## src/hw/rtl/aoc_pkg.sv

```systemverilog
// Shared types and constants of the alarm occurrence controller.
// Used by the controller top level, its table unit and its port checker.
package aoc_pkg;

	localparam int unsigned REQ_W      = 3;
	localparam int unsigned STATUS_W   = 4;
	localparam int unsigned S_TDATA_W  = 320;
	localparam int unsigned M_TDATA_W  = 160;
	localparam int unsigned CFG_IDX_W  = 3;
	localparam int unsigned CFG_DATA_W = 20;

	// Request kinds carried in the slave-side tuser.
	localparam logic [REQ_W-1:0] REQ_EVAL    = 3'd0;
	localparam logic [REQ_W-1:0] REQ_SNOOZE  = 3'd1;
	localparam logic [REQ_W-1:0] REQ_TICK    = 3'd2;
	localparam logic [REQ_W-1:0] REQ_DISMISS = 3'd3;
	localparam logic [REQ_W-1:0] REQ_RECOVER = 3'd4;

	// Result status codes carried in the master-side tuser.
	localparam logic [STATUS_W-1:0] STS_NONE      = 4'd0;
	localparam logic [STATUS_W-1:0] STS_DISABLED  = 4'd1;
	localparam logic [STATUS_W-1:0] STS_BAD_TIME  = 4'd2;
	localparam logic [STATUS_W-1:0] STS_CONFLICT  = 4'd3;
	localparam logic [STATUS_W-1:0] STS_DUPLICATE = 4'd4;
	localparam logic [STATUS_W-1:0] STS_MISSED    = 4'd5;
	localparam logic [STATUS_W-1:0] STS_RINGING   = 4'd6;
	localparam logic [STATUS_W-1:0] STS_BAD_REQ   = 4'd7;
	localparam logic [STATUS_W-1:0] STS_LIMIT     = 4'd8;
	localparam logic [STATUS_W-1:0] STS_SNOOZED   = 4'd9;
	localparam logic [STATUS_W-1:0] STS_TIMED_OUT = 4'd10;
	localparam logic [STATUS_W-1:0] STS_DISMISSED = 4'd11;

	// Configuration register indexes.
	localparam logic [CFG_IDX_W-1:0] CFG_LATE_GRACE = 3'd0;
	localparam logic [CFG_IDX_W-1:0] CFG_MIN_SNOOZE = 3'd1;
	localparam logic [CFG_IDX_W-1:0] CFG_MAX_SNOOZE = 3'd2;
	localparam logic [CFG_IDX_W-1:0] CFG_MAX_COUNT  = 3'd3;
	localparam logic [CFG_IDX_W-1:0] CFG_LIFETIME   = 3'd4;

	typedef enum logic [3:0] {
		S_IDLE   = 4'b0001,
		S_CALC   = 4'b0010,
		S_SCAN   = 4'b0100,
		S_DECIDE = 4'b1000
	} fsm_t;

	typedef struct packed {
		logic [7:0]  alarm;
		logic [15:0] rev;
		logic [63:0] sched;
	} okey_t;

	typedef struct packed {
		logic [7:0]  alarm;
		logic [63:0] mark;
	} mark_ent_t;

	// Write requests from the controller to the table unit.
	typedef struct packed {
		logic mark;
		logic recent;
	} tbl_wr_t;

	// Search results of the table unit.
	typedef struct packed {
		logic        done;
		logic        mark_hit;
		logic [63:0] mark_val;
		logic        mark_free;
		logic        recent_hit;
	} tbl_res_t;

endpackage

```

## src/hw/rtl/aoc_tables.sv

```systemverilog
// Watermark table and recent-key ring of the alarm occurrence controller.
// Both live in synchronous memories scanned one entry per cycle. Depends on aoc_pkg.
module aoc_tables #(
	parameter int MARK_ENTRIES   = 16,
	parameter int RECENT_ENTRIES = 16
) (
	input  logic             clk,
	input  logic             arst_n,
	input  logic             scan_start,
	input  aoc_pkg::okey_t   key,
	input  aoc_pkg::tbl_wr_t wr,
	output aoc_pkg::tbl_res_t res
);
	import aoc_pkg::*;

	localparam int SCAN_N = (MARK_ENTRIES > RECENT_ENTRIES) ? MARK_ENTRIES : RECENT_ENTRIES;
	localparam int MW     = (MARK_ENTRIES > 1) ? $clog2(MARK_ENTRIES) : 1;
	localparam int RW     = (RECENT_ENTRIES > 1) ? $clog2(RECENT_ENTRIES) : 1;
	localparam int CW     = $clog2(SCAN_N + 1);
	localparam int RCW    = $clog2(RECENT_ENTRIES + 1);

	mark_ent_t mark_mem [MARK_ENTRIES];
	okey_t     rec_mem  [RECENT_ENTRIES];
	mark_ent_t mark_rd_s1;
	okey_t     rec_rd_s1;

	logic [MARK_ENTRIES-1:0]   mark_vld_q;
	logic [RECENT_ENTRIES-1:0] rec_vld_q;
	logic [RCW-1:0]            rec_cnt_q;
	logic [RW-1:0]             rec_head_q;

	logic          busy_q, done_q, cmp_s1;
	logic [CW-1:0] cnt_q, idx_s1;

	logic          mark_hit_q, free_q, rec_hit_q;
	logic [MW-1:0] mark_idx_q, free_idx_q;
	logic [63:0]   mark_val_q;

	logic          m_rd_ok, r_rd_ok, m_cmp_ok, r_cmp_ok;
	logic [MW-1:0] mark_raddr, mark_waddr, m_ci;
	logic [RW-1:0] rec_raddr, rec_waddr, r_ci;
	logic          mark_we, mark_new, rec_we, rec_full;

	always_comb begin
		m_rd_ok    = cnt_q < CW'(MARK_ENTRIES);
		r_rd_ok    = cnt_q < CW'(RECENT_ENTRIES);
		mark_raddr = m_rd_ok ? cnt_q[MW-1:0] : '0;
		rec_raddr  = r_rd_ok ? cnt_q[RW-1:0] : '0;
		m_cmp_ok   = cmp_s1 && (idx_s1 < CW'(MARK_ENTRIES));
		r_cmp_ok   = cmp_s1 && (idx_s1 < CW'(RECENT_ENTRIES));
		m_ci       = m_cmp_ok ? idx_s1[MW-1:0] : '0;
		r_ci       = r_cmp_ok ? idx_s1[RW-1:0] : '0;
		// A known alarm only ever moves its watermark up.
		if (mark_hit_q) begin
			mark_we    = wr.mark && ($signed(key.sched) > $signed(mark_val_q));
			mark_new   = 1'b0;
			mark_waddr = mark_idx_q;
		end else begin
			mark_we    = wr.mark && free_q;
			mark_new   = mark_we;
			mark_waddr = free_idx_q;
		end
		rec_full  = rec_cnt_q == RCW'(RECENT_ENTRIES);
		rec_we    = wr.recent && !rec_hit_q;
		// Once full, the oldest entry sits at the head and is overwritten.
		rec_waddr = rec_full ? rec_head_q : rec_cnt_q[RW-1:0];
	end

	always_ff @(posedge clk) begin
		if (mark_we) begin
			mark_mem[mark_waddr] <= '{alarm: key.alarm, mark: key.sched};
		end
		if (rec_we) begin
			rec_mem[rec_waddr] <= key;
		end
		mark_rd_s1 <= mark_mem[mark_raddr];
		rec_rd_s1  <= rec_mem[rec_raddr];
	end

	always_ff @(posedge clk or negedge arst_n) begin
		if (!arst_n) begin
			busy_q     <= 1'b0;
			done_q     <= 1'b0;
			cmp_s1     <= 1'b0;
			cnt_q      <= '0;
			idx_s1     <= '0;
			mark_hit_q <= 1'b0;
			free_q     <= 1'b0;
			rec_hit_q  <= 1'b0;
			mark_idx_q <= '0;
			free_idx_q <= '0;
			mark_val_q <= '0;
			mark_vld_q <= '0;
			rec_vld_q  <= '0;
			rec_cnt_q  <= '0;
			rec_head_q <= '0;
		end else begin
			done_q <= 1'b0;
			if (scan_start) begin
				busy_q     <= 1'b1;
				cnt_q      <= '0;
				cmp_s1     <= 1'b0;
				mark_hit_q <= 1'b0;
				free_q     <= 1'b0;
				rec_hit_q  <= 1'b0;
			end else if (busy_q) begin
				if (cnt_q < CW'(SCAN_N)) begin
					cmp_s1 <= 1'b1;
					idx_s1 <= cnt_q;
					cnt_q  <= cnt_q + 1'b1;
				end else begin
					cmp_s1 <= 1'b0;
					busy_q <= 1'b0;
					done_q <= 1'b1;
				end
			end
			if (m_cmp_ok) begin
				if (mark_vld_q[m_ci] && mark_rd_s1.alarm == key.alarm && !mark_hit_q) begin
					mark_hit_q <= 1'b1;
					mark_idx_q <= m_ci;
					mark_val_q <= mark_rd_s1.mark;
				end else if (!mark_vld_q[m_ci] && !free_q) begin
					free_q     <= 1'b1;
					free_idx_q <= m_ci;
				end
			end
			if (r_cmp_ok && rec_vld_q[r_ci] && rec_rd_s1 == key) begin
				rec_hit_q <= 1'b1;
			end
			if (mark_new) begin
				mark_vld_q[mark_waddr] <= 1'b1;
			end
			if (rec_we) begin
				rec_vld_q[rec_waddr] <= 1'b1;
				if (rec_full) begin
					rec_head_q <= (rec_head_q == RW'(RECENT_ENTRIES - 1)) ? '0 :
						rec_head_q + 1'b1;
				end else begin
					rec_cnt_q <= rec_cnt_q + 1'b1;
				end
			end
		end
	end

	assign res = '{done: done_q, mark_hit: mark_hit_q, mark_val: mark_val_q,
		mark_free: free_q, recent_hit: rec_hit_q};

endmodule

```

## config.mk

```make
export PLATFORM = sky130hd
export DESIGN_NAME = aoc_tables
export DESIGN_NICKNAME = d
export VERILOG_FILES = /design/src/hw/rtl/aoc_pkg.sv /design/src/hw/rtl/aoc_tables.sv
export SDC_FILE = /design/constraint.sdc
export NUM_CORES = 2
export LEC_CHECK = 0
export ABC_AREA = 1
export BUFFER_PORTS_ARGS = -buffer_cell sky130_fd_sc_hd__buf_2
export CORE_MARGIN = 2
export CORE_UTILIZATION = 50
export DETAILED_ROUTE_END_ITERATION = 7
export HOLD_SLACK_MARGIN = 0.12
export PLACE_DENSITY = 0.66
export SYNTH_ARGS = -nofsm -noshare
export SYNTH_HDL_FRONTEND = slang
export SYNTH_SLANG_ARGS = --single-unit
export TNS_END_PERCENT = 50
```

## constraint.sdc

```tcl
create_clock -name clk -period 7.05 [get_ports clk]
set_input_delay 1.41 -clock clk [delete_from_list [all_inputs] [get_ports clk]]
set_output_delay 1.41 -clock clk [all_outputs]
set_load 0.03 [all_outputs]
```

Yosys cells after proc, flatten, opt, wreduce, memory -nomap -nowiden
Memories as Yosys holds them, arrays and structs flattened. A register that Yosys moved wholly into a read port is not among the register bits.
Cells that the tools add are included.
{"block": "classes", "n_mul": 0, "n_eq_ne": 4, "addsub": 3, "n_shift": 0, "order_cmp": 8, "n_reduce_logical": 24, "n_div": 0, "bitwise_logic": 5, "muxes": 39}
{"cell": "== test 88 bit", "n": 1}
{"cell": "greater-than comparator 64 bit", "n": 1}
{"cell": "OR 16 bit", "n": 2}
{"cell": "2-to-1 mux 1 bit", "n": 27}
{"cell": "2-to-1 mux 4 bit", "n": 5}
{"cell": "< comparator 4 x 5 -> 1 bit, second input constant", "n": 3}
{"cell": "2-to-1 mux 5 bit", "n": 3}
{"cell": "logical AND 1 bit", "n": 11}
{"cell": "adder 5 x 1 -> 5 bit, second input constant", "n": 2}
{"cell": "< comparator 5 bit, second input constant", "n": 2}
{"cell": "binary-select mux 1 bit (select 4 bit)", "n": 2}
{"cell": "demux 1 bit (select 4 bit)", "n": 2}
{"cell": "== test 8 bit", "n": 1}
{"cell": "greater-or-equal comparator 4 x 1 -> 1 bit, second input constant", "n": 2}
{"cell": "AND reduction 2 bit", "n": 4}
{"cell": "AND reduction 3 bit", "n": 2}
{"cell": "nonzero test 2 bit", "n": 3}
{"cell": "== test 5 bit, second input constant", "n": 1}
{"cell": "adder 4 x 1 -> 4 bit, second input constant", "n": 1}
{"cell": "== test 4 bit, second input constant", "n": 1}
{"cell": "zero test 1 bit", "n": 4}
{"cell": "inverter 1 bit", "n": 3}
{"block": "word_totals", "regBits": 129, "latchBits": 0, "ramBits": 2560, "mem_count": 2, "inputBits": 93, "mem_bits_ro": 0, "out_inout_bits": 68}
{"memory": "rec_mem", "depth": 16, "word_bits": 88, "rd": 1, "rd_ports_with_merged_regs": 1, "wr": 1, "line": "aoc_tables.sv:23", "text": "okey_t rec_mem [RECENT_ENTRIES];"}
{"memory": "mark_mem", "depth": 16, "word_bits": 72, "rd": 1, "rd_ports_with_merged_regs": 1, "wr": 1, "line": "aoc_tables.sv:22", "text": "mark_ent_t mark_mem [MARK_ENTRIES];"}

Logic depth before layout (Yosys ltp)
{"block": "logic_depth", "ltp_word": 10, "mapped_depth": 19}

Worst setup path before layout
No wires, ideal clock.
{"block": "synth_timing", "path_type": "input to register", "startpoint": "input port key[63] (netlist bit)", "endpoint": "memory mark_mem[13][0] (netlist bit), enable pin", "arrival_ps": 6308, "slack_ps": 216, "path_buffers": 1, "cell_stages": 10, "cell_sequence": "ha_1 -> nand4_1 -> nor3_1 -> nand4_1 -> nor3_1 -> nand2_1 -> nand3_1 -> nand3_1 -> buf_2 -> a21oi_1"}
{"block": "synth_between", "elab_chain_cells": 5}
{"item": "start, declared", "line": "aoc_tables.sv:10", "text": "input aoc_pkg::okey_t key,"}
{"item": "greater-than comparator 64 bit", "line": "aoc_tables.sv:55", "text": "mark_we = wr.mark && ($signed(key.sched) > $signed(mark_val_q));"}
{"item": "logical AND 1 bit", "line": "aoc_tables.sv:55"}
{"item": "2-to-1 mux 1 bit", "line": "aoc_tables.sv:54", "text": "if (mark_hit_q) begin"}
{"item": "2-to-1 mux 1 bit", "line": "aoc_tables.sv:70", "text": "if (mark_we) begin"}
{"item": "2-to-1 mux 1 bit (not written as such)", "line": "aoc_tables.sv:71", "text": "mark_mem[mark_waddr] <= '{alarm: key.alarm, mark: key.sched};"}
{"item": "end, declared", "line": "aoc_tables.sv:22"}
Every way passes these cells.

Final worst setup path
{"block": "layout_timing", "startpoint": "register cnt_q[0]", "endpoint": "register rec_rd_s1[12] (netlist name)"}
{"block": "layout_between", "elab_chain_cells": 2}
{"item": "start, declared", "line": "aoc_tables.sv:33", "text": "logic [CW-1:0] cnt_q, idx_s1;"}
{"item": "start signal, assigned", "line": "aoc_tables.sv:110", "text": "cnt_q <= cnt_q + 1'b1;"}
{"item": "< comparator 5 bit", "line": "aoc_tables.sv:46", "text": "r_rd_ok = cnt_q < CW'(RECENT_ENTRIES);"}
{"item": "2-to-1 mux 4 bit *", "line": "aoc_tables.sv:48", "text": "rec_raddr = r_rd_ok ? cnt_q[RW-1:0] : '0;"}
Mark *: on every way between the ends. The rest lies on a longest branch, timed or not.
A chain may end at the register's enable or synchronous reset.

==> results.md <==
- Dpl cells: 11,000
- Layout cell share with drive strength beyond 1: between 10% and 20%
- DR WL/cell: 29.3 um
- Worst Clk Skew: ~66 ps
- H-tree Lvls: 5
- CTS tree: yes
- Synth cell types: 46
- Area growth from synthesis to layout: 12.6%
- Post-synthesis mux area share: 0.0191%
- Simple-gate share of the synthesized area: 9.73%
- Met1 WL: 132,000 um
- Crit-path max FO: 80
- Routed wl met3: 34,200 um
- Core area: 222,000 um^2
- Initial antenna violation count: 26
- Ys async rst share: 4.53%
- Slew HR: 3.97%
- Critical Path Source: cnt_q[0]
- Post-synthesis compound-gate area fraction: 11.6%
- Critical Path AT: 5080 ps
- Setup violators final: 0
- DIE AREA: 227,000 um^2
- Number of synthesized flops with an enable pin: about 2,600
- Synth Cell Area: 111,000 um^2
- Fillers: approximately 17,000
- Synth Area per Inst: 13.6 um^2
- Final Cycle Share: just over 60%
- Number of global-route vias before repair: 69,100
- Top cell type's share of synthesized area: 69.0%
- Syn. warnings: 0
- Fin. max-slew vios: 0
- Vias per cell: 6.26
- CTS buffer count: 302
- DRT iter0 DRCs: 9,851
- Min cycle time layout: 4380 ps
- Syn_nets: approximately 8,400
- DRT antenna net count: 0
- Status: finished clean
- Num ports: between 150 and 200
- DR WL met2: 155,000 um
- GR Overflow Total: 0
- Post-synthesis adder-cell area fraction: less than 1%
- Hold slack: 353 ps
- Synth Area in XOR/XNOR: 0.283%
- Die Height: 476 um
- CP endpoint: rec_rd_s1[12]
- Post-CTS Hold Buffers: 0
- Seq/Total Area, Yosys: 74.8%
- Post-cts sizing count: 0
- Synth area leader: edfxtp_1
- Hold Violations, Final: 0
- Total GRT Usage: 29.6%
- Global-route wire length before repair: 485,000 um
- Fmax: 0.228 GHz
- Setup TNS: 0 ps
- Synthesized flop and latch total: 2,849
- Crit path capture type: flop
- Leak: 41.5 nW
- VDD IR-drop max: 324 uV
- Ys flop type: edfxtp_1
- Largest net degree at the start of global routing: 185
- Clock Path Buffers: 4
- Final wirelength: ~340,000 um
- Kind of critical path: flop to flop
- Starting Density: between 50% and 60%
- Reg-to-Reg End: rec_rd_s1[12]
- HP Class: primary input to async pin
- Pre-antenna DRT Iters: 6
- Post-CTS setup buffer count: 0
- Root Driver: clkbuf_16
- Critical Path RT: around 7800 ps
- DRC Markers: 0
- R2R Setup Slk: 2670 ps
- Skew-Pair Late Insertion Delay: 960 ps
- DR vias: 72,300
- Largest family of logic cells by synthesized area: compound AO/OA/AOI/OAI gates
- Die X: 476 um
- Non-filler cells in the finished layout: 11,500
- Row count: 173
- R2r worst-path depth: 7
- Final #Nets: 8,486
- Most common cell in the synthesized netlist: edfxtp_1
- Util after Layout: 56.6%
- Post-Syn Instances: 8,217
- Synth cell count leaders: edfxtp_1, nor2_1, nand2_1
- Pwr Density: 326 nW/um^2
- DP HPWL: ~190,000 um
- Worst-margin pin slew: around 1400 ps
- # Max-Cap Violations: 0
- Reg clk slew, reported paths: 60 ps
- Top cells by area, synth: edfxtp_1, nor2_1, dfrtp_1
- CP Launch Type: flop
- Unrepaired setup endpoints after global routing: false
- CTS Sinks: between 2,000 and 3,000
- Reg2Reg Launch Point: cnt_q[0]
- Top Metal Used: met5
- Port bufs: 160
- Routability Congestion: 0.923
## how the worst min path moves through the flow
stage | slack [ps] | end
after detailed placement | 440 | mark_val_q[4]
after global routing | 350 | rec_head_q[2]
final | 350 | rec_head_q[0]
after CTS | 310 | rec_head_q[0]
after global placement | 430 | mark_val_q[52]
after floorplan | 420 | cmp_s1
## cell type report
class                      count  area (um^2)  area share, %
tap                         2975         3720           2.97
sequential                  2849        83300           66.4
multi-input combinational   4601        25300           20.2
antenna                        9         22.5         0.0179
timing repair buffer         366         2930           2.33
clock buffer                 442         8590           6.84
clock inverter                90          827          0.659
inverter                     205          797          0.635
## through the flow
step	setup slack (ps)	total power [mW]	area, um^2
after floorplan	216	23.4	111000
after global placement	1830	25.9	116000
after detailed placement	1870	26.0	116000
after CTS	2770	41.0	125000
after global routing	2550	42.2	125000
final	2670	41.0	126000
## cell usage in the layout, fill, tap and decap left out, types with 10 or more instances in the layout
master / n
a21oi_4: 16
o22ai_1: 132
nand4_1: 10
or2_2: 306
nor2_1: 1457
buf_12: 46
clkbuf_1: 96
inv_1: 196
dfxtp_1: 160
xor2_1: 29
ha_1: 68
clkbuf_8: 38
o211ai_1: 342
a21oi_1: 193
buf_4: 160
o21ai_1: 120
bufinv_16: 14
o311ai_0: 356
dfrtp_1: 128
clkinv_2: 36
nor4_1: 12
o32ai_1: 35
nor2_4: 22
o21ai_0: 445
edfxtp_1: 2560
clkbuf_16: 308
nand2_1: 521
clkinv_1: 28
buf_2: 159
o311ai_1: 96
nor3_1: 12
nand3_1: 227
a22oi_1: 153
## power breakdown
group | switching [mW] | total (mW) | leakage (nW) | internal (mW)
logic | 3.92 | 5.17 | 10.9 | 1.26
clock network | 6.32 | 15.3 | 4.61 | 8.94
registers | 0.735 | 20.5 | 26.0 | 19.8
total | 11.0 | 41.0 | 41.5 | 30.0
## logic make-up after synthesis
kind of cell	after synthesis
flip-flops	2849
AND/OR/NAND/NOR	2577
AO/OA/AOI/OAI	1918
buffers and inverters	767
adder cells (fa/ha/maj)	68
XOR/XNOR	36
multiplexers	2
## critical path: stages (launching register included)
cell and delay, ps:
dfrtp_4 1030, nand2_8 490, inv_8 710, buf_4 400, nand2_1 90, a22oi_1 180
o21ai_0 110, o21ai_1 1030
## registers in the layout, indices dropped and copies added (netlist names), 4 cells and up
| name | cells |
|---|---|
| rec_head_q | 4 |
| mark_idx_q | 4 |
| rec_mem | 1408 |
| cnt_q | 5 |
| rec_cnt_q | 5 |
| mark_vld_q | 16 |
| rec_vld_q | 16 |
| mark_mem | 1152 |
| mark_val_q | 64 |
| idx_s1 | 5 |
| free_idx_q | 4 |
| mark_rd_s1 | 72 |
| rec_rd_s1 | 88 |
## layer usage
layer / track usage, % / vias up
met1: 40.7 / 36600
met5: 0 / -
met4: 13.3 / 22
met2: 45.9 / 3937
li1: - / 31000
met3: 5.76 / 690
Note: power is estimated with default switching activity, not from simulation.
